--- src/hw/rtl/lcdseq_pkg.sv ---
// Shared types, constants and the control store of the character LCD command sequencer.
package lcdseq_pkg;

  // Default width of the number that is printed in decimal.
  localparam int NUMBER_BITS_DEF = 32;

  // Width of the step counter of the control store.
  localparam int PC_W = 5;

  // Number of pattern rows in one custom glyph.
  localparam int GLYPH_ROWS = 8;

  // Request codes.
  typedef enum logic [2:0] {
    CMD_INSTR  = 3'd0,
    CMD_DATA   = 3'd1,
    CMD_INIT   = 3'd2,
    CMD_CURSOR = 3'd3,
    CMD_NUMBER = 3'd4,
    CMD_GLYPH  = 3'd5
  } cmd_t;

  // Bytes and nibbles the display expects.
  localparam logic [7:0] FUNC_SET_8BIT = 8'b0011_1000;
  localparam logic [7:0] DISPLAY_ON    = 8'b0000_1100;
  localparam logic [7:0] CLEAR_DISPLAY = 8'b0000_0001;
  localparam logic [3:0] NIB_FUNC_4BIT = 4'b0010;
  localparam logic [3:0] NIB_TWO_LINES = 4'b1000;
  localparam logic [7:0] CGRAM_SET     = 8'h40;
  localparam logic [7:0] DDRAM_SET     = 8'h80;
  localparam logic [7:0] ASCII_ZERO    = 8'h30;
  localparam logic [7:0] ASCII_MINUS   = 8'h2D;

  // Operation of one control word.
  typedef enum logic [2:0] {
    OP_NOP     = 3'd0,
    OP_EMIT    = 3'd1,
    OP_RAW     = 3'd2,
    OP_CONVERT = 3'd3,
    OP_SKIP    = 3'd4
  } op_t;

  // Source of the byte that a transfer carries.
  typedef enum logic [2:0] {
    SRC_CONST   = 3'd0,
    SRC_BYTE    = 3'd1,
    SRC_CURSOR  = 3'd2,
    SRC_GLYPH   = 3'd3,
    SRC_PATTERN = 3'd4,
    SRC_SLOT    = 3'd5,
    SRC_DIGIT   = 3'd6
  } src_t;

  // Jump conditions, tested when a word completes.
  typedef enum logic [2:0] {
    COND_NONE   = 3'd0,
    COND_ALWAYS = 3'd1,
    COND_MODE8  = 3'd2,
    COND_POS    = 3'd3,
    COND_LOOP   = 3'd4
  } cond_t;

  // Marks the word whose final transfer ends the request.
  typedef enum logic [1:0] {
    FIN_NO   = 2'd0,
    FIN_YES  = 2'd1,
    FIN_LOOP = 2'd2
  } fin_t;

  typedef struct packed {
    op_t             op;
    src_t            src;
    logic            rs;
    logic [7:0]      konst;
    cond_t           cond;
    logic [PC_W-1:0] target;
    fin_t            fin;
    logic            step;
  } ucode_t;

  // Control signals from the sequencer to the datapath.
  typedef struct packed {
    logic       strobe;
    logic       last;
    logic       rs;
    logic       raw;
    logic       nibble;
    logic       phase;
    logic       step;
    src_t       src;
    logic [7:0] konst;
  } ctrl_t;

  // Status of the decimal converter.
  typedef struct packed {
    logic done;
    logic top_zero;
    logic neg;
  } bcd_stat_t;

  // Entry points of the program.
  localparam logic [PC_W-1:0] W_INSTR  = 5'd0;
  localparam logic [PC_W-1:0] W_DATA   = 5'd1;
  localparam logic [PC_W-1:0] W_INIT   = 5'd2;
  localparam logic [PC_W-1:0] W_INIT8  = 5'd6;
  localparam logic [PC_W-1:0] W_INITON = 5'd7;
  localparam logic [PC_W-1:0] W_CURSOR = 5'd9;
  localparam logic [PC_W-1:0] W_NUMBER = 5'd10;
  localparam logic [PC_W-1:0] W_DIGITS = 5'd14;
  localparam logic [PC_W-1:0] W_GLYPH  = 5'd15;
  localparam logic [PC_W-1:0] W_ROWS   = 5'd16;

  function automatic ucode_t uw(op_t op, src_t src, logic rs, logic [7:0] konst,
                                cond_t cond, logic [PC_W-1:0] target, fin_t fin,
                                logic step);
    ucode_t w;
    w.op     = op;
    w.src    = src;
    w.rs     = rs;
    w.konst  = konst;
    w.cond   = cond;
    w.target = target;
    w.fin    = fin;
    w.step   = step;
    return w;
  endfunction

  // The control store: one word per step.
  function automatic ucode_t ucode(logic [PC_W-1:0] pc);
    ucode_t w;
    case (pc)
      5'd0:  w = uw(OP_EMIT, SRC_BYTE, 1'b0, 8'h00, COND_NONE, W_INSTR, FIN_YES, 1'b0);
      5'd1:  w = uw(OP_EMIT, SRC_BYTE, 1'b1, 8'h00, COND_NONE, W_INSTR, FIN_YES, 1'b0);
      // Init: four-bit mode sends three raw nibbles first.
      5'd2:  w = uw(OP_NOP, SRC_CONST, 1'b0, 8'h00, COND_MODE8, W_INIT8, FIN_NO, 1'b0);
      5'd3:  w = uw(OP_RAW, SRC_CONST, 1'b0, {4'h0, NIB_FUNC_4BIT}, COND_NONE, W_INSTR,
                    FIN_NO, 1'b0);
      5'd4:  w = uw(OP_RAW, SRC_CONST, 1'b0, {4'h0, NIB_FUNC_4BIT}, COND_NONE, W_INSTR,
                    FIN_NO, 1'b0);
      5'd5:  w = uw(OP_RAW, SRC_CONST, 1'b0, {4'h0, NIB_TWO_LINES}, COND_ALWAYS, W_INITON,
                    FIN_NO, 1'b0);
      5'd6:  w = uw(OP_EMIT, SRC_CONST, 1'b0, FUNC_SET_8BIT, COND_NONE, W_INSTR, FIN_NO, 1'b0);
      5'd7:  w = uw(OP_EMIT, SRC_CONST, 1'b0, DISPLAY_ON, COND_NONE, W_INSTR, FIN_NO, 1'b0);
      5'd8:  w = uw(OP_EMIT, SRC_CONST, 1'b0, CLEAR_DISPLAY, COND_NONE, W_INSTR, FIN_YES, 1'b0);
      5'd9:  w = uw(OP_EMIT, SRC_CURSOR, 1'b0, 8'h00, COND_NONE, W_INSTR, FIN_YES, 1'b0);
      // Number: convert, drop leading zeros, optional minus, then the digits.
      5'd10: w = uw(OP_CONVERT, SRC_CONST, 1'b0, 8'h00, COND_NONE, W_INSTR, FIN_NO, 1'b0);
      5'd11: w = uw(OP_SKIP, SRC_CONST, 1'b0, 8'h00, COND_NONE, W_INSTR, FIN_NO, 1'b0);
      5'd12: w = uw(OP_NOP, SRC_CONST, 1'b0, 8'h00, COND_POS, W_DIGITS, FIN_NO, 1'b0);
      5'd13: w = uw(OP_EMIT, SRC_CONST, 1'b1, ASCII_MINUS, COND_NONE, W_INSTR, FIN_NO, 1'b0);
      5'd14: w = uw(OP_EMIT, SRC_DIGIT, 1'b1, 8'h00, COND_LOOP, W_DIGITS, FIN_LOOP, 1'b1);
      // Custom glyph: CGRAM address, eight rows, cursor, then the glyph itself.
      5'd15: w = uw(OP_EMIT, SRC_GLYPH, 1'b0, 8'h00, COND_NONE, W_INSTR, FIN_NO, 1'b0);
      5'd16: w = uw(OP_EMIT, SRC_PATTERN, 1'b1, 8'h00, COND_LOOP, W_ROWS, FIN_NO, 1'b1);
      5'd17: w = uw(OP_EMIT, SRC_CURSOR, 1'b0, 8'h00, COND_NONE, W_INSTR, FIN_NO, 1'b0);
      5'd18: w = uw(OP_EMIT, SRC_SLOT, 1'b1, 8'h00, COND_NONE, W_INSTR, FIN_YES, 1'b0);
      default: w = uw(OP_NOP, SRC_CONST, 1'b0, 8'h00, COND_NONE, W_INSTR, FIN_YES, 1'b0);
    endcase
    return w;
  endfunction

  // First step of each request.
  function automatic logic [PC_W-1:0] entry(cmd_t cmd);
    logic [PC_W-1:0] pc;
    case (cmd)
      CMD_INSTR:  pc = W_INSTR;
      CMD_DATA:   pc = W_DATA;
      CMD_INIT:   pc = W_INIT;
      CMD_CURSOR: pc = W_CURSOR;
      CMD_NUMBER: pc = W_NUMBER;
      CMD_GLYPH:  pc = W_GLYPH;
      default:    pc = W_INSTR;
    endcase
    return pc;
  endfunction

endpackage

--- src/hw/rtl/lcdseq_bcd.sv ---
// Binary to decimal converter with a digit shifter, most significant digit on top.
module lcdseq_bcd #(
  parameter int NUMBER_BITS = lcdseq_pkg::NUMBER_BITS_DEF,
  parameter int DIGITS      = (lcdseq_pkg::NUMBER_BITS_DEF * 3) / 10 + 1
) (
  input  logic                   clk,
  input  logic                   rst_n,
  input  logic                   load,
  input  logic [NUMBER_BITS-1:0] raw,
  input  logic                   step,
  output logic [3:0]             digit,
  output lcdseq_pkg::bcd_stat_t  stat
);

  localparam int CntW = $clog2(NUMBER_BITS + 1);
  localparam int BcdW = DIGITS * 4;

  logic [NUMBER_BITS-1:0] bin_r;
  logic [BcdW-1:0]        bcd_r;
  logic [BcdW-1:0]        adj;
  logic                   neg_r;
  logic [CntW-1:0]        cnt_r;
  logic [NUMBER_BITS-1:0] mag;

  // Magnitude of the two's complement value; the most negative value maps onto itself.
  assign mag = raw[NUMBER_BITS-1] ? (~raw + 1'b1) : raw;

  // Add three to every digit of five or more before the next shift.
  always_comb begin
    for (int i = 0; i < DIGITS; i++) begin
      adj[i*4 +: 4] = (bcd_r[i*4 +: 4] >= 4'd5) ? bcd_r[i*4 +: 4] + 4'd3 : bcd_r[i*4 +: 4];
    end
  end

  // One shift per cycle while converting; afterwards each step drops the top digit.
  always_ff @(posedge clk) begin
    if (!rst_n) begin
      cnt_r <= '0;
    end else if (load) begin
      cnt_r <= CntW'(NUMBER_BITS);
    end else if (cnt_r != '0) begin
      cnt_r <= cnt_r - 1'b1;
    end
  end

  always_ff @(posedge clk) begin
    if (load) begin
      bin_r <= mag;
      bcd_r <= '0;
      neg_r <= raw[NUMBER_BITS-1];
    end else if (cnt_r != '0) begin
      {bcd_r, bin_r} <= {adj[BcdW-2:0], bin_r, 1'b0};
    end else if (step) begin
      bcd_r <= {bcd_r[BcdW-5:0], 4'h0};
    end
  end

  assign digit         = bcd_r[BcdW-1 -: 4];
  assign stat.done     = (cnt_r == '0);
  assign stat.top_zero = (digit == 4'h0);
  assign stat.neg      = neg_r;

endmodule

--- src/hw/rtl/lcdseq_seq.sv ---
// Microcoded sequencer: step counter, nibble phase, loop counter and jump logic.
module lcdseq_seq #(
  parameter int DIGITS = (lcdseq_pkg::NUMBER_BITS_DEF * 3) / 10 + 1
) (
  input  logic                  clk,
  input  logic                  rst_n,
  input  logic                  accept,
  input  logic [2:0]            cmd,
  input  logic                  bus_mode,
  input  lcdseq_pkg::bcd_stat_t stat,
  output logic                  busy,
  output lcdseq_pkg::ctrl_t     ctrl
);

  localparam int MaxCnt = (DIGITS > lcdseq_pkg::GLYPH_ROWS) ? DIGITS : lcdseq_pkg::GLYPH_ROWS;
  localparam int CntW   = $clog2(MaxCnt + 1);

  logic                        busy_r, busy_nxt;
  logic [lcdseq_pkg::PC_W-1:0] pc_r, pc_nxt;
  logic                        phase_r, phase_nxt;
  logic [CntW-1:0]             cnt_r, cnt_nxt;

  lcdseq_pkg::ucode_t w;
  lcdseq_pkg::cmd_t   cmd_e;
  logic               strobe;
  logic               done;
  logic               skip_shift;
  logic               fin_now;
  logic               cond_true;
  logic               step;

  assign w     = lcdseq_pkg::ucode(pc_r);
  assign cmd_e = lcdseq_pkg::cmd_t'(cmd);

  // Completion of the current word and whether it ends the request.
  always_comb begin
    strobe     = 1'b0;
    done       = 1'b0;
    skip_shift = 1'b0;
    case (w.op)
      lcdseq_pkg::OP_EMIT: begin
        strobe = 1'b1;
        done   = !bus_mode || phase_r;
      end
      lcdseq_pkg::OP_RAW: begin
        strobe = 1'b1;
        done   = 1'b1;
      end
      lcdseq_pkg::OP_CONVERT: begin
        done = stat.done;
      end
      lcdseq_pkg::OP_SKIP: begin
        skip_shift = stat.top_zero && (cnt_r > CntW'(1));
        done       = !skip_shift;
      end
      default: begin
        done = 1'b1;
      end
    endcase
    strobe     = strobe && busy_r;
    done       = done && busy_r;
    skip_shift = skip_shift && busy_r;

    case (w.fin)
      lcdseq_pkg::FIN_YES:  fin_now = 1'b1;
      lcdseq_pkg::FIN_LOOP: fin_now = (cnt_r == CntW'(1));
      default:              fin_now = 1'b0;
    endcase

    case (w.cond)
      lcdseq_pkg::COND_ALWAYS: cond_true = 1'b1;
      lcdseq_pkg::COND_MODE8:  cond_true = !bus_mode;
      lcdseq_pkg::COND_POS:    cond_true = !stat.neg;
      lcdseq_pkg::COND_LOOP:   cond_true = (cnt_r != CntW'(1));
      default:                 cond_true = 1'b0;
    endcase

    step = (done && w.step) || skip_shift;
  end

  // Next step: start a request, split bytes into nibbles, jump or advance.
  always_comb begin
    busy_nxt  = busy_r;
    pc_nxt    = pc_r;
    phase_nxt = phase_r;
    cnt_nxt   = cnt_r;
    if (accept) begin
      busy_nxt  = (cmd_e == lcdseq_pkg::CMD_INSTR) || (cmd_e == lcdseq_pkg::CMD_DATA) ||
                  (cmd_e == lcdseq_pkg::CMD_INIT) || (cmd_e == lcdseq_pkg::CMD_CURSOR) ||
                  (cmd_e == lcdseq_pkg::CMD_NUMBER) || (cmd_e == lcdseq_pkg::CMD_GLYPH);
      pc_nxt    = lcdseq_pkg::entry(cmd_e);
      phase_nxt = 1'b0;
      cnt_nxt   = (cmd_e == lcdseq_pkg::CMD_NUMBER) ? CntW'(DIGITS)
                                                    : CntW'(lcdseq_pkg::GLYPH_ROWS);
    end else if (busy_r) begin
      if (step) begin
        cnt_nxt = cnt_r - 1'b1;
      end
      if (strobe && !done) begin
        phase_nxt = 1'b1;
      end
      if (done) begin
        phase_nxt = 1'b0;
        if (fin_now) begin
          busy_nxt = 1'b0;
        end else if (cond_true) begin
          pc_nxt = w.target;
        end else begin
          pc_nxt = pc_r + 1'b1;
        end
      end
    end
  end

  always_ff @(posedge clk) begin
    if (!rst_n) begin
      busy_r  <= 1'b0;
      pc_r    <= lcdseq_pkg::W_INSTR;
      phase_r <= 1'b0;
      cnt_r   <= '0;
    end else begin
      busy_r  <= busy_nxt;
      pc_r    <= pc_nxt;
      phase_r <= phase_nxt;
      cnt_r   <= cnt_nxt;
    end
  end

  assign busy        = busy_r;
  assign ctrl.strobe = strobe;
  assign ctrl.last   = strobe && done && fin_now;
  assign ctrl.rs     = w.rs;
  assign ctrl.raw    = (w.op == lcdseq_pkg::OP_RAW);
  assign ctrl.nibble = bus_mode;
  assign ctrl.phase  = phase_r;
  assign ctrl.step   = step;
  assign ctrl.src    = w.src;
  assign ctrl.konst  = w.konst;

endmodule

--- src/hw/rtl/char_lcd_command_sequencer_core.sv ---
// Top level of the character LCD command sequencer: request registers and transfer output.
//
//   Channel  Ports                                          Transfer when
//   request  start, busy, in_command .. in_glyph_pattern    start high while busy low
//   result   out_strobe, out_reg_select, out_bus_value,     every cycle out_strobe is high
//            out_last
//   config   cfg_valid, cfg_ready, cfg_bus_mode             cfg_valid and cfg_ready high
//
// The sequencer issues at most one bus transfer per cycle: one per emitting control word in
// eight-bit mode and two per emitting word in four-bit mode; a raw nibble word issues one.
// A number runs the shift-and-add converter first, then drops leading zero digits and
// sends an optional minus before its digits go out.
// Reset clears the bus mode to eight-bit; results appear in the cycle after they are formed,
// from the output register, and the receiver cannot stall them.
module char_lcd_command_sequencer_core #(
  parameter int NUMBER_BITS = lcdseq_pkg::NUMBER_BITS_DEF
) (
  input  logic        clk,
  input  logic        rst_n,
  input  logic        start,
  output logic        busy,
  input  logic [2:0]  in_command,
  input  logic [7:0]  in_byte_value,
  input  logic [5:0]  in_column,
  input  logic        in_row,
  input  logic signed [31:0] in_number,
  input  logic [2:0]  in_glyph_slot,
  input  logic [63:0] in_glyph_pattern,
  input  logic        cfg_valid,
  output logic        cfg_ready,
  input  logic        cfg_bus_mode,
  output logic        out_strobe,
  output logic        out_reg_select,
  output logic [7:0]  out_bus_value,
  output logic        out_last
);

  localparam int Digits = (NUMBER_BITS * 3) / 10 + 1;

  logic                  accept;
  logic                  seq_busy;
  logic                  bus_mode_r;
  logic [7:0]            byte_r;
  logic [5:0]            column_r;
  logic                  row_r;
  logic [2:0]            slot_r;
  logic [63:0]           pattern_r;
  logic [3:0]            digit;
  logic [7:0]            src_byte;
  logic [7:0]            bus_nxt;
  logic                  out_strobe_r, out_reg_select_r, out_last_r;
  logic [7:0]            out_bus_value_r;
  lcdseq_pkg::ctrl_t     ctrl;
  lcdseq_pkg::bcd_stat_t stat;

  assign accept    = start && !seq_busy;
  assign busy      = seq_busy;
  assign cfg_ready = !seq_busy;

  // Bus mode register.
  always_ff @(posedge clk) begin
    if (!rst_n) begin
      bus_mode_r <= 1'b0;
    end else if (cfg_valid && cfg_ready) begin
      bus_mode_r <= cfg_bus_mode;
    end
  end

  // Request fields; the pattern shifts down one row per row transfer.
  always_ff @(posedge clk) begin
    if (accept) begin
      byte_r    <= in_byte_value;
      column_r  <= in_column;
      row_r     <= in_row;
      slot_r    <= in_glyph_slot;
      pattern_r <= in_glyph_pattern;
    end else if (ctrl.step) begin
      pattern_r <= {8'h00, pattern_r[63:8]};
    end
  end

  lcdseq_bcd #(
    .NUMBER_BITS (NUMBER_BITS),
    .DIGITS      (Digits)
  ) u_bcd (
    .clk   (clk),
    .rst_n (rst_n),
    .load  (accept && (in_command == lcdseq_pkg::CMD_NUMBER)),
    .raw   (in_number[NUMBER_BITS-1:0]),
    .step  (ctrl.step),
    .digit (digit),
    .stat  (stat)
  );

  lcdseq_seq #(
    .DIGITS (Digits)
  ) u_seq (
    .clk      (clk),
    .rst_n    (rst_n),
    .accept   (accept),
    .cmd      (in_command),
    .bus_mode (bus_mode_r),
    .stat     (stat),
    .busy     (seq_busy),
    .ctrl     (ctrl)
  );

  // Byte source selection.
  always_comb begin
    case (ctrl.src)
      lcdseq_pkg::SRC_BYTE:    src_byte = byte_r;
      lcdseq_pkg::SRC_CURSOR:  src_byte = lcdseq_pkg::DDRAM_SET | {1'b0, row_r, column_r};
      lcdseq_pkg::SRC_GLYPH:   src_byte = lcdseq_pkg::CGRAM_SET | {2'b00, slot_r, 3'b000};
      lcdseq_pkg::SRC_PATTERN: src_byte = pattern_r[7:0];
      lcdseq_pkg::SRC_SLOT:    src_byte = {5'b00000, slot_r};
      lcdseq_pkg::SRC_DIGIT:   src_byte = lcdseq_pkg::ASCII_ZERO | {4'h0, digit};
      default:                 src_byte = ctrl.konst;
    endcase
  end

  // Raw nibble, high or low nibble, or the whole byte.
  always_comb begin
    if (ctrl.raw) begin
      bus_nxt = {4'h0, ctrl.konst[3:0]};
    end else if (ctrl.nibble) begin
      bus_nxt = ctrl.phase ? {4'h0, src_byte[3:0]} : {4'h0, src_byte[7:4]};
    end else begin
      bus_nxt = src_byte;
    end
  end

  // Output register.
  always_ff @(posedge clk) begin
    if (!rst_n) begin
      out_strobe_r <= 1'b0;
      out_last_r   <= 1'b0;
    end else begin
      out_strobe_r <= ctrl.strobe;
      out_last_r   <= ctrl.last;
    end
  end

  always_ff @(posedge clk) begin
    out_reg_select_r <= ctrl.rs && !ctrl.raw;
    out_bus_value_r  <= bus_nxt;
  end

  assign out_strobe     = out_strobe_r;
  assign out_reg_select = out_reg_select_r;
  assign out_bus_value  = out_bus_value_r;
  assign out_last       = out_last_r;

endmodule

--- config.mk ---
export PLATFORM = sky130hd
export DESIGN_NAME = char_lcd_command_sequencer_core
export DESIGN_NICKNAME = d
export VERILOG_FILES = /design/src/hw/rtl/lcdseq_pkg.sv /design/src/hw/rtl/lcdseq_bcd.sv /design/src/hw/rtl/lcdseq_seq.sv /design/src/hw/rtl/char_lcd_command_sequencer_core.sv
export SDC_FILE = /design/constraint.sdc
export NUM_CORES = 1
export LEC_CHECK = 0
export BUFFER_PORTS_ARGS = -buffer_cell sky130_fd_sc_hd__buf_2
export CAP_MARGIN = 20
export CORE_MARGIN = 5
export CORE_UTILIZATION = 25
export CTS_CLUSTER_DIAMETER = 60
export DETAILED_ROUTE_END_ITERATION = 7
export PLACE_DENSITY = 0.45
export REMOVE_ABC_BUFFERS = 1
export SYNTH_ARGS = -nofsm -noshare
export SYNTH_HDL_FRONTEND = slang
export SYNTH_SLANG_ARGS = --single-unit
--- constraint.sdc ---
create_clock -name clk -period 3.7 [get_ports clk]
set_clock_uncertainty 0.1 [all_clocks]
set_input_delay 0.185 -clock clk [delete_from_list [all_inputs] [get_ports clk]]
set_output_delay 0.185 -clock clk [all_outputs]
set_load 0.02 [all_outputs]
## Word level (Yosys, flattened, before mapping)

Memory sizes are Yosys's and may differ from the RTL's. A register that Yosys moved wholly into a read port is not among the register bits.
Cells that the tools add are included.

| storage, ports and cells | value |
|---|---|
| output and inout port bits | 13 |
| logic and storage cells | 159 |
| bits in registers | 184 |
| memories kept | 1 |
| bits in read-only memories | 768 |
| input bits | 122 |

| cells by class | value |
|---|---|
| bitwise logic cells | 2 |
| order comparisons | 11 |
| reductions and logical operators | 41 |
| eq/ne operators | 24 |
| multiplexer cells | 46 |
| $add $sub $neg | 14 |

Memories:

| memory | depth | bits a word | rd ports | clocked after memory_dff | write ports | line | RTL |
|---|---|---|---|---|---|---|---|
| (no name shown) | 32 | 24 | 1 | 1 | 0 | lcdseq_pkg.sv:131 | `case (pc)` |

Operators by type and width:

| kind | count |
|---|---|
| two-way mux 64 bit | 2 |
| two-way mux 32 bit | 3 |
| two-way mux 40 bit | 2 |
| two-way mux 4 bit | 14 |
| one-hot mux 8 bit (6 select lines) | 1 |
| greater-or-equal comparator 4 x 3 -> 1 bit (second input constant) | 10 |
| adder 4 x 2 -> 4 bit (second input constant) | 9 |
| two-way mux 5 bit | 7 |
| adder 32 x 1 -> 32 bit (second input constant) | 1 |
| inverter 32 bit | 1 |
| == test 3 x 2 -> 1 bit (second input constant) | 8 |
| == test 3 bit (second input constant) | 7 |
| one-hot mux 4 bit (5 select lines) | 1 |
| == test 3 x 1 -> 1 bit (second input constant) | 4 |
| logical AND 1 bit | 12 |
| two-way mux 6 bit | 2 |
| nonzero test 2 bit | 6 |
| two-way mux 1 bit | 8 |
| two-way mux 8 bit | 1 |
| logical OR 1 bit | 7 |
| logical NOT 1 bit | 6 |
| logical NOT 6 bit | 1 |
| nonzero test 6 bit | 1 |
| OR reduction 2 bit | 3 |
| other kinds (20) | 21 |

## Depth between registers and ports, before layout

Gate-level depths: netlist of run 1.

| depth | value |
|---|---|
| depth in word-level cells | 10 |
| gate-level depth with buffers | 13 |
| mapped depth without buffers | 13 |

## Hierarchy

Synthesis of run 1 repeated with hierarchy kept, for this count alone.

| unflattened totals | value |
|---|---|
| cell total of the unflattened synthesis | 1,021 |
| area, all modules | 11,068.1 um^2 |

By module, submodules not included:

| module | cells an instance | instances | seq. area each (um^2) | area each (um^2) |
|---|---|---|---|---|
| lcdseq_bcd | 538 | 1 | 1,911.8 | 4,948.5 |
| char_lcd_command_sequencer_core | 262 | 1 | 2,702.6 | 4,122.7 |
| lcdseq_seq | 221 | 1 | 660.6 | 1,996.9 |

## Worst setup path after synthesis of run 1

Ideal clock, no wire load.

| path | value |
|---|---|
| kind | reg-to-reg |
| start point | reg u_bcd.bcd_r[36] |
| end point | reg pattern_r[0], enable pin |
| library setup time | 0.693 ns |
| setup slack | 0.248 ns |
| clock period less this slack | 3.452 ns |
| data arrival time | 2.659 ns |
| buffers on the path | 2 |
| data required time | 2.907 ns |
| stages on the path, launching flop included | 9 |
| path through | dfxtp_1 -> inv_1 -> ha_1 -> nor2b_1 -> o2111a_1 -> o21ai_0 -> buf_2 -> buf_2 -> nand2_1 |

| between the ends | value |
|---|---|
| longest elaborated chain between the ends | 8 |
| elaborated cells on any way between the ends | 10 |
| those cells by class | mux (2); reduce/logical (8) |

Ends and longest elaborated chain:

| what | line | RTL |
|---|---|---|
| from (decl) | lcdseq_bcd.sv:19 | `logic [BcdW-1:0] bcd_r;` |
| from (signal assigned) | lcdseq_bcd.sv:52 | `{bcd_r, bin_r} <= {adj[BcdW-2:0], bin_r, 1'b0};` |
| from (signal assigned) | lcdseq_bcd.sv:54 | `bcd_r <= {bcd_r[BcdW-5:0], 4'h0};` |
| logical NOT 4 bit (*) | lcdseq_bcd.sv:60 | `assign stat.top_zero = (digit == 4'h0);` |
| logical AND 1 bit (*) | lcdseq_seq.sv:53 | `skip_shift = stat.top_zero && (cnt_r > CntW'(1));` |
| logical NOT 1 bit | lcdseq_seq.sv:54 | `done = !skip_shift;` |
| one-hot mux 1 bit (3 select lines) | lcdseq_seq.sv:40 | `case (w.op)` |
| logical AND 1 bit | lcdseq_seq.sv:61 | `done = done && busy_r;` |
| logical AND 1 bit | lcdseq_seq.sv:78 | `step = (done && w.step) \|\| skip_shift;` |
| logical OR 1 bit (*) | lcdseq_seq.sv:78 |  |
| nonzero test 2 bit (no line) (*) | - |  |
| to (signal assigned) | char_lcd_command_sequencer_core.sv:76 | `pattern_r <= in_glyph_pattern;` |
| to (signal assigned) | char_lcd_command_sequencer_core.sv:78 | `pattern_r <= {8'h00, pattern_r[63:8]};` |
| to (decl) | char_lcd_command_sequencer_core.sv:47 | `logic [63:0] pattern_r;` |

Every way passes the cells marked *; elsewhere a longest branch is shown, timed or not.
A chain may end at the register's enable or synchronous reset.

## Final worst setup path of run 1

| path | value |
|---|---|
| start point | reg u_bcd.bcd_r[36] |
| end point | reg u_seq.w[20] (netlist name) |

| between the ends | value |
|---|---|
| longest elaborated chain between the ends | 9 |

Ends and longest elaborated chain:

| what | line |
|---|---|
| logical NOT 4 bit | lcdseq_bcd.sv:60 |
| logical AND 1 bit | lcdseq_seq.sv:53 |
| logical NOT 1 bit | lcdseq_seq.sv:54 |
| one-hot mux 1 bit (3 select lines) | lcdseq_seq.sv:40 |
| logical AND 1 bit | lcdseq_seq.sv:61 |
| nonzero test 2 bit (no line) | - |
| AND reduction 3 bit (no line) | - |
| two-way mux 5 bit (no line) (2 in series) | - |

Every way passes these cells.

==> key figures, run 1 <==
Layout
  – Layout net count: roughly 1500
  – Layout area overhead: 32.5%
  – Layout cells sized above 1: 0.165

GRT
  – GRT Util Overall: 0.120
  – Largest net degree at the start of global routing: 67
  – Initial antenna violation count: 3
  – Congestion Overflow GR: 0
  – First-pass GRT wire length: 46600 um
  – Vias in the first global route: 8861

Critical path
  – Critical path class: reg -> reg
  – CP arrival: 3.71 ns
  – CP Capture Type: register
  – Reg2reg start: u_bcd.bcd_r[36]$_SDFFE_PP0P_
  – Critical Path Source Type: register
  – Cell Chain, Critical Path: inv_1 -> ha_1 -> nor2b_1 -> o2111ai_1 -> nand3_1 -> nand3_1 -> o2111ai_1 -> o2111a_1 -> inv_1 -> ha_1 -> a221o_1
  – Critical path origin: u_bcd.bcd_r[36]$_SDFFE_PP0P_
  – Req. time, crit path: just over 4 ns
  – Flop2flop setup slack: roughly 0.33 ns
  – Crit path max-delay family: compound AO/OA/AOI/OAI gates
  – Delay of the slowest cell on the worst path: 0.51 ns
  – Crit-path slowest cell: o2111a_1
  – CP Max Fanout: 17
  – Bufs and invs on worst path: 2

Yosys
  – Sequential element share of the synthesized area: 0.501
  – Number of synthesized register bits: ~210
  – Mapped Cells: approximately 1100
  – Synth top area cells: edfxtp_1 (33%), dfxtp_1 (17%), nand2_1 (8.8%)
  – Post-synth top area share: 0.328
  – Synth area leader: edfxtp_1
  – Syn avg cell area: roughly 9.4 um2
  – Prevailing post-synth register cell: edfxtp_1
  – Async S/R FF share, synth: 0
  – Most instantiated cells after synthesis: nand2_1 (247), edfxtp_1 (115), dfxtp_1 (91)
  – Most numerous cell in the Yosys netlist: nand2_1
  – Number of flops mapped to enable cells by yosys: around 120
  – Post-Syn Area: approximately 11000 um2
  – Netlist cell types: 80
  – YS warnings: 0

Worst hold path
  – Hold path startpoint: in_number[22]
  – Worst hold-check path type: in -> reg

Floorplanning
  – CORE AREA: between 40000 and 50000 um2
  – Die span in y: roughly 220 um
  – Die Wd: ~220 um
  – Initial Utilization: 0.252
  – Number of core rows: 75
  – Ports: about 140
  – Die area: ~46000 um2

Clock network
  – CTS resizes: 0
  – Clock slew at reported path FFs: about 0.060 ns
  – Post-CTS Hold Buffers: around 120
  – CTS tree: built
  – Root buffer cell: clkbuf_16
  – Skew-Pair Late Insertion Delay: between 0.5 and 0.6 ns
  – Total CTS buffers: 28
  – Clock Path Buffers: 3
  – CTS H-tree lvls: 1
  – Sinks on Clock Net: ~210
  – Setup repair bufs after CTS: 0

Flow run
  – Max_cap viols: 0

Placed design
  – IO Port Bufs: between 100 and 150
  – GPL Wtd Cong: 0.831
  – DP HPWL: between 15000 and 20000 um
  – Post-Place Worst Slack: a little over 0.4 ns

Detailed routing
  – Vias: 8786
  – Vias per cell: around 4.6
  – 1st-iter DRT viols: approximately 360
  – DR WL/cell: 14.9 um
  – First-pass iteration count of the detailed router: 5
  – Final wirelength: around 29000 um
  – ANT nets after route: 0
  – # DRC: 0

Power
  – Lkg Pwr: approximately 5.8 nW
  – Power Density: roughly 700 nW/um2
  – Pwr Total: 9.57 mW
  – Peak supply drop: a little under 0.4 mV

STA
  – Final WS setup: between 0.3 and 0.4 ns
  – Worst slew margin: 0.371
  – Worst-Margin Slew: between 0.9 and 1 ns
  – Slew Limit Fails: 0
  – Setup Viol. Count Final: 0
  – Final hold vios: 0
  – Final period util: 0.912
  – Min cycle time layout: around 3.4 ns
  – Fmax: ~300 MHz
  – RSZ-0062 raised after global routing: false

Run status
  – Status: finished, final reports clean
## worst register-to-register path, delay by kind of cell (launching register included)
kind,cells,cell delay [ns]
fa+ha+maj,2,0.55
buf+inv,2,0.48
flops,1,0.35
simple gates,3,0.62
compound gates,4,1.17
## sequential cells by signal (all words and copies together), names as in the netlist, 3 cells and up
signal,flops
pattern_r,64
u_bcd.bcd_r,40
u_bcd.bin_r,32
u_seq.w,22
byte_r,8
out_bus_value,8
column_r,6
u_bcd.cnt_r,6
u_seq.pc_r,5
u_seq.cnt_r,4
slot_r,3
## layout make-up
class	count	area, um2
Tap cell	539	674
Timing Repair Buffer	265	1960
Sequential cell	206	5280
Antenna cell	2	5.00
Clock inverter	15	179
Multi-Input combinational cell	816	4860
Clock buffer	37	818
Inverter	45	174
Fill cell	4267	27800
## path summary, 6_finish.rpt
path | cells after the start | to
worst min-delay path | 3 | u_bcd.bin_r[22]$_DFFE_PP_
worst max register to register | 11 | u_seq.w[20]$_DFF_P_
worst max-delay path | 11 | u_seq.w[20]$_DFF_P_
worst min register to register | 1 | out_bus_value[2]$_DFF_P_
## where the power goes
group | leakage [nW] | internal, mW | switching [mW]
Clock | 0.490 | 1.78 | 1.09
Sequential | 1.89 | 3.19 | 0.445
Combinational | 3.42 | 1.30 | 1.77
Total | 5.80 | 6.27 | 3.30
## cell usage in the layout, fill, tap and decap left out, drive strengths merged, types with 13 or more instances in the layout
cell type      n
and2          13
clkbuf        37
nand2        247
nand3         14
a21oi         52
inv           48
nand2b        21
ha            33
dlygate4sd3  116
nor3          34
nor2          74
o21ai         79
mux2i         13
xnor2         18
xor2          34
a211oi        49
buf          149
dfxtp         91
edfxtp       115
## per-stage QoR
stage,setup TNS (ns),utilization,instance area (um2),std cells,hold slack (ns)
2_1_floorplan,-271.15,-,10300,1067,0.184
3_3_place_gp,0,0.282,11800,1755,0.263
3_5_place_dp,0,0.282,11800,1755,0.264
4_1_cts,0,0.334,13900,1923,0.00388
5_1_grt,0,0.334,13900,1925,0.0162
6_report,0,0.334,13900,1925,0.0157
## cell families after synthesis
family	after synthesis	synth area share
AND/OR/NAND/NOR	467	0.205
AO/OA/AOI/OAI	248	0.157
flip-flops	206	0.501
buffers and inverters	99	0.0377
XOR/XNOR	52	0.0433
adder cells (fa/ha/maj)	33	0.0393
multiplexers	16	0.0156
## routing by layer
layer  share of wire  global-route usage
met5         0.00024                   0
met2            0.48               0.207
met3           0.046              0.0265
met4           0.029              0.0344
met1            0.44               0.151
(Power assumes the default switching activity.)
==> run 2: changes to the inputs <==
HOLD_SLACK_MARGIN = 0.06   (was unset)
==> run 2 against run 1 <==
Against the previous run: clock power barely moved; design area rose by 0.36%; critical path depth fell by 1; utilization rose by 0.12 points; worst hold slack improved by 0.10 ns; largest cell class unchanged.
==> key figures, run 2 (synthesis gave the netlist of run 1 again) <==
Layout
  – Layout net count: between 1500 and 2000
  – Commonest non-fill, non-tap cells in the layout: nand2_1 (245), buf_2 (134), dlygate4sd3_1 (121)
  – Max reg flops: 64
  – Layout area overhead: 33.0%
  – Commonest non-fill, non-tap cell in the layout: nand2_1
  – Leading registers by flop count: pattern_r x64, u_bcd.bcd_r x40, u_bcd.bin_r x32
  – Non-filler instance count after layout: just under 2000
  – Layout cells sized above 1: 0.164
  – Most flop-heavy register: pattern_r

Placed design
  – IO Port Bufs: about 130
  – Placed cell count: 1755
  – DP HPWL: between 15000 and 20000 um
  – GPL Wtd Cong: approximately 0.83

Power
  – Seq pwr share: 0.380
  – Peak supply drop: 0.385 mV
  – Lkg Pwr: 5.82 nW
  – Sw Share: 0.345
  – Int Pwr: between 6 and 7 mW
  – Power Density: approximately 680 nW/um2
  – Psw: roughly 3.3 mW
  – Logic pwr share: 0.321
  – Clock Power Share: 0.299
  – Pwr Total: 9.58 mW

Floorplanning
  – Die area: around 46000 um2
  – Initial Utilization: 0.252
  – Die Wd: roughly 220 um
  – CORE AREA: 41800 um2
  – Number of core rows: 75
  – Die span in y: ~220 um
  – Ports: approximately 140

Clock network
  – Clock slew at reported path FFs: around 0.06 ns
  – Post-CTS Hold Buffers: 121
  – Root buffer cell: clkbuf_16
  – CTS tree: built
  – CTS resizes: 0
  – Total CTS buffers: 28
  – CTS H-tree lvls: 1
  – Clock Path Buffers: 3
  – Setup repair bufs after CTS: 0
  – Skew-Pair Late Insertion Delay: between 0.5 and 0.6 ns
  – Sinks on Clock Net: 206

Critical path
  – Req. time, crit path: between 4 and 5 ns
  – Critical path class: reg -> reg
  – CP Capture Type: register
  – Critical Path Source Type: register
  – CP arrival: ~3.7 ns
  – CP Max Fanout: 17

GRT
  – First-pass GRT wire length: 46700 um
  – Vias in the first global route: between 8000 and 9000
  – Largest net degree at the start of global routing: 67
  – Congestion Overflow GR: 0
  – GRT Util Overall: 0.120
  – Initial antenna violation count: 3

Flow run
  – Max_cap viols: 0

Detailed routing
  – Vias: between 8000 and 9000
  – 1st-iter DRT viols: roughly 400
  – # DRC: 0
  – First-pass iteration count of the detailed router: 5
  – ANT nets after route: 0
  – DR WL/cell: 14.9 um
  – Vias per cell: 4.55
  – Final wirelength: between 20000 and 30000 um

STA
  – Slew Limit Fails: 0
  – Sum Neg Setup Slack: 0 ns
  – Min cycle time layout: about 3.4 ns
  – Final hold vios: 0
  – Setup Viol. Count Final: 0
  – Fmax: around 290 MHz
  – RSZ-0062 raised after global routing: false
  – Final period util: 0.917
  – Worst-Margin Slew: between 0.9 and 1 ns
  – Worst slew margin: 0.385

Worst hold path
  – Worst hold-check path type: in -> reg

Run status
  – Status: finished, final reports clean
run 2: cell types whose count changed in the layout (fill, tap and decap cells not counted), sizes merged:
cell         delta
dlygate4sd3     +5
run 2: power by group through the flow:
stage	combinational, mW	sequential (mW)	clock (mW)
2_1_floorplan	2.20	3.59	0
3_3_place_gp	2.98	3.68	0
3_5_place_dp	3.00	3.69	0
4_1_cts	3.12	3.65	2.97
5_1_grt	3.53	3.72	3.06
6_report	3.07	3.63	2.87
run 2: per-stage QoR:
step                      setup slack (ns)  cell area (um2)  hold slack (ns)  utilization
after floorplan                      -2.47            10300            0.184            -
after global placement               0.471            11800            0.263        0.282
after detailed placement             0.414            11800            0.264        0.282
after CTS                            0.385            14000           0.0713        0.335
after global routing                 0.126            14000            0.106        0.335
final                                0.307            14000            0.118        0.335
run 2: final timing paths:
check / slack [ns] / cells after the start / endpoint / startpoint
worst max register to register: 0.31 / 10 / u_seq.w[20]$_DFF_P_ / u_seq.cnt_r[1]$_SDFFE_PN0P_
worst min register to register: 0.36 / 1 / out_bus_value[2]$_DFF_P_ / u_seq.w[13]$_SDFF_PP0_
worst max-delay path: 0.31 / 10 / u_seq.w[20]$_DFF_P_ / u_seq.cnt_r[1]$_SDFFE_PN0P_
worst min-delay path: 0.12 / 1 / u_bcd.neg_r$_DFFE_PP_ / in_number[31]
run 2: area by class of cell:
type | count | area (um2)
clock buffer | 37 | 818
multi-input combinational | 816 | 4860
clock inverter | 15 | 179
tap | 539 | 674
antenna | 2 | 5.00
timing repair buffer | 270 | 2010
sequential | 206 | 5280
inverter | 45 | 174
fill | 4259 | 27800
run 2: metal layers:
layer	global-route usage	up-vias	wire length, um
met2	0.208	132	13900
li1	-	4468	-
met5	0	-	7
met1	0.152	4117	12900
met3	0.0263	54	1200
met4	0.0344	2	825
run 2: critical path, cell delays in order, from the launching register on:
cell      delay [ns]
dfxtp_1         0.35
inv_1           0.07
ha_1            0.24
and4bb_1        0.24
o31ai_2         0.31
nand3_1         0.20
nand3_1         0.26
o2111a_1        0.50
inv_1           0.37
ha_1            0.31
a221o_1         0.31
==> run 3: changes to the inputs <==
PLACE_DENSITY = 0.52   (was 0.45)
==> run 3 against run 2 <==
Against the previous run: final cell count about the same; power decreased by 1.5%; sequential power about the same; global-route usage decreased by 0.31 points; utilization decreased by 0.16 points; highest routed layer unchanged.
==> key figures, run 3 (synthesis gave the netlist of run 1 again) <==
Run status
  – Status: finished, final reports clean

Layout
  – Commonest non-fill, non-tap cells in the layout: nand2_1 (245), buf_2 (134), dlygate4sd3_1 (121)
  – Max reg flops: 64
  – Commonest non-fill, non-tap cell in the layout: nand2_1
  – Register area: approximately 5300 um2
  – Post-route cell area: 13900 um2
  – Filler cells: between 4000 and 5000
  – Most flop-heavy register: pattern_r
  – Layout area overhead: 32.4%
  – Layout net count: between 1500 and 2000
  – Layout cells sized above 1: 0.164
  – Ant. Diodes: 0
  – Core Util, Final: 0.333
  – Leading registers by flop count: pattern_r x64, u_bcd.bcd_r x40, u_bcd.bin_r x32
  – Area of the multi-input gates: approximately 4900 um2

Critical path
  – CP Max Fanout: 7
  – Critical Path Source Type: register
  – Cell Chain, Critical Path: inv_1 -> ha_1 -> and4bb_1 -> o31ai_2 -> nand4_1 -> nand3_1 -> mux2_2 -> nand2_1 -> inv_1 -> ha_1 -> mux2_2 -> nand2_1 -> a21oi_1
  – CP Capture Type: register
  – Delay of the slowest cell on the worst path: 0.41 ns
  – Critical path class: reg -> reg
  – Crit-path slowest cell: mux2_2
  – Crit path max-delay family: simple AND/OR/NAND/NOR gates
  – Req. time, crit path: between 4 and 5 ns
  – CP arrival: about 3.7 ns
  – Bufs and invs on worst path: 2

GRT
  – Congestion Overflow GR: 0
  – Initial antenna violation count: 3
  – First-pass GRT wire length: between 40000 and 50000 um
  – GRT Util Overall: 0.117
  – Vias in the first global route: about 9000
  – Largest net degree at the start of global routing: 67

STA
  – Worst slew margin: 0.377
  – Final WS setup: between 0.3 and 0.4 ns
  – Hold WS: approximately 0.12 ns
  – Setup Viol. Count Final: 0
  – RSZ-0062 raised after global routing: false
  – Worst-Margin Slew: between 0.9 and 1 ns
  – Final period util: 0.897
  – Fmax: between 300 and 400 MHz
  – Final hold vios: 0
  – Min cycle time layout: ~3.3 ns
  – Slew Limit Fails: 0

Clock network
  – CTS H-tree lvls: 1
  – Total CTS buffers: 29
  – Skew-Pair Late Insertion Delay: approximately 0.55 ns
  – Clock Path Buffers: 3
  – CTS tree: built
  – Clock slew at reported path FFs: roughly 0.06 ns
  – CTS resizes: 0
  – Sinks on Clock Net: ~210
  – Root buffer cell: clkbuf_16

Detailed routing
  – Final wirelength: 27900 um
  – Vias: slightly below 9000
  – ANT nets after route: 0
  – First-pass iteration count of the detailed router: 5
  – DR WL/cell: 14.5 um
  – Vias per cell: around 4.6
  – 1st-iter DRT viols: 582
  – # DRC: 0

Power
  – Power Density: between 600 and 700 nW/um2
  – Lkg Pwr: 5.80 nW
  – Clock Power Share: 0.287
  – Pwr Total: ~9.4 mW
  – Logic pwr share: 0.328
  – Int Pwr: 6.11 mW
  – Sw Share: 0.352
  – Peak supply drop: roughly 0.37 mV
  – Psw: 3.32 mW
  – Seq pwr share: 0.385

Floorplanning
  – Die Wd: between 200 and 250 um
  – Ports: 135
  – Number of core rows: between 70 and 80
  – Die area: around 46000 um2
  – CORE AREA: between 40000 and 50000 um2
  – Die span in y: 215 um
  – Initial Utilization: 0.252

Placed design
  – GPL Wtd Cong: 0.799
  – Post-Place Worst Slack: approximately 0.44 ns
  – IO Port Bufs: roughly 130
  – DP HPWL: approximately 18000 um
  – Placed cell areas: 11800 um2

Worst hold path
  – Worst hold-check path type: in -> reg

Flow run
  – Max_cap viols: 0
==> run 3: cell count changes in the layout (fill, tap and decap cells not counted), sizes merged <==
cell	delta
diode	-2
clkinvlp	+1
buf	-1
bufinv	-2
clkinv	+3
==> run 3: through the flow <==
| stage | cells | setup TNS (ns) |
|---|---|---|
| CTS | 1929 | 0 |
| detailed placement | 1754 | 0 |
| global route | 1929 | 0 |
| finish | 1929 | 0 |
| global placement | 1754 | 0 |
| floorplan | 1067 | -271.15 |
==> run 3: layout make-up <==
cell class / instances / share of cell area
clock buffer: 37 / 0.0573
clock inverter: 17 / 0.0105
inverter: 45 / 0.0125
multi-input combinational: 816 / 0.349
sequential: 206 / 0.379
tap: 539 / 0.0484
timing repair buffer: 269 / 0.144
==> run 3: power by group through the flow <==
stage	sequential, mW	combinational [mW]	clock, mW
floorplan	3.59	2.20	0
global placement	3.66	2.95	0
detailed placement	3.67	3.00	0
CTS	3.63	3.12	2.80
global route	3.71	3.54	2.89
finish	3.63	3.09	2.71
==> run 3: worst paths after layout <==
| check | start | to | slack, ns | depth (start not counted) |
|---|---|---|---|---|
| max | u_seq.cnt_r[1]$_SDFFE_PN0P_ | u_seq.w[24]$_SDFF_PP0_ | 0.38 | 13 |
| min | in_number[31] | u_bcd.neg_r$_DFFE_PP_ | 0.12 | 1 |
| max reg2reg | u_seq.cnt_r[1]$_SDFFE_PN0P_ | u_seq.w[24]$_SDFF_PP0_ | 0.38 | 13 |
| min reg2reg | u_seq.w[11]$_SDFF_PP0_ | out_bus_value[0]$_DFF_P_ | 0.37 | 1 |
==> run 3: worst reg2reg max path, delay by kind of cell, from the launching register on <==
kind,cells,cell delay [ns]
AND/OR/NAND/NOR,5,0.98
flip-flops,1,0.35
multiplexers,2,0.69
AO/OA/AOI/OAI,2,0.38
buffers and inverters,2,0.20
adder cells (fa/ha/maj),2,0.50
==> run 3: per-layer routing <==
metal / vias to the layer above / wire length [um] / GRT usage
li1: 4464 / - / -
met1: 4161 / 12700 / 0.150
met2: 182 / 13200 / 0.200
met3: 52 / 1330 / 0.0217
met4: 2 / 718 / 0.0388
met5: - / 7 / 0
==> run 3: repair_timing <==
| item | in CTS | in global routing |
|---|---|---|
| setup endpoints to repair | 0 | 0 |
| hold buffers | 121 | 0 |
| setup buffers | 0 | 0 |
| endpoints found under the hold margin | 130 | 0 |
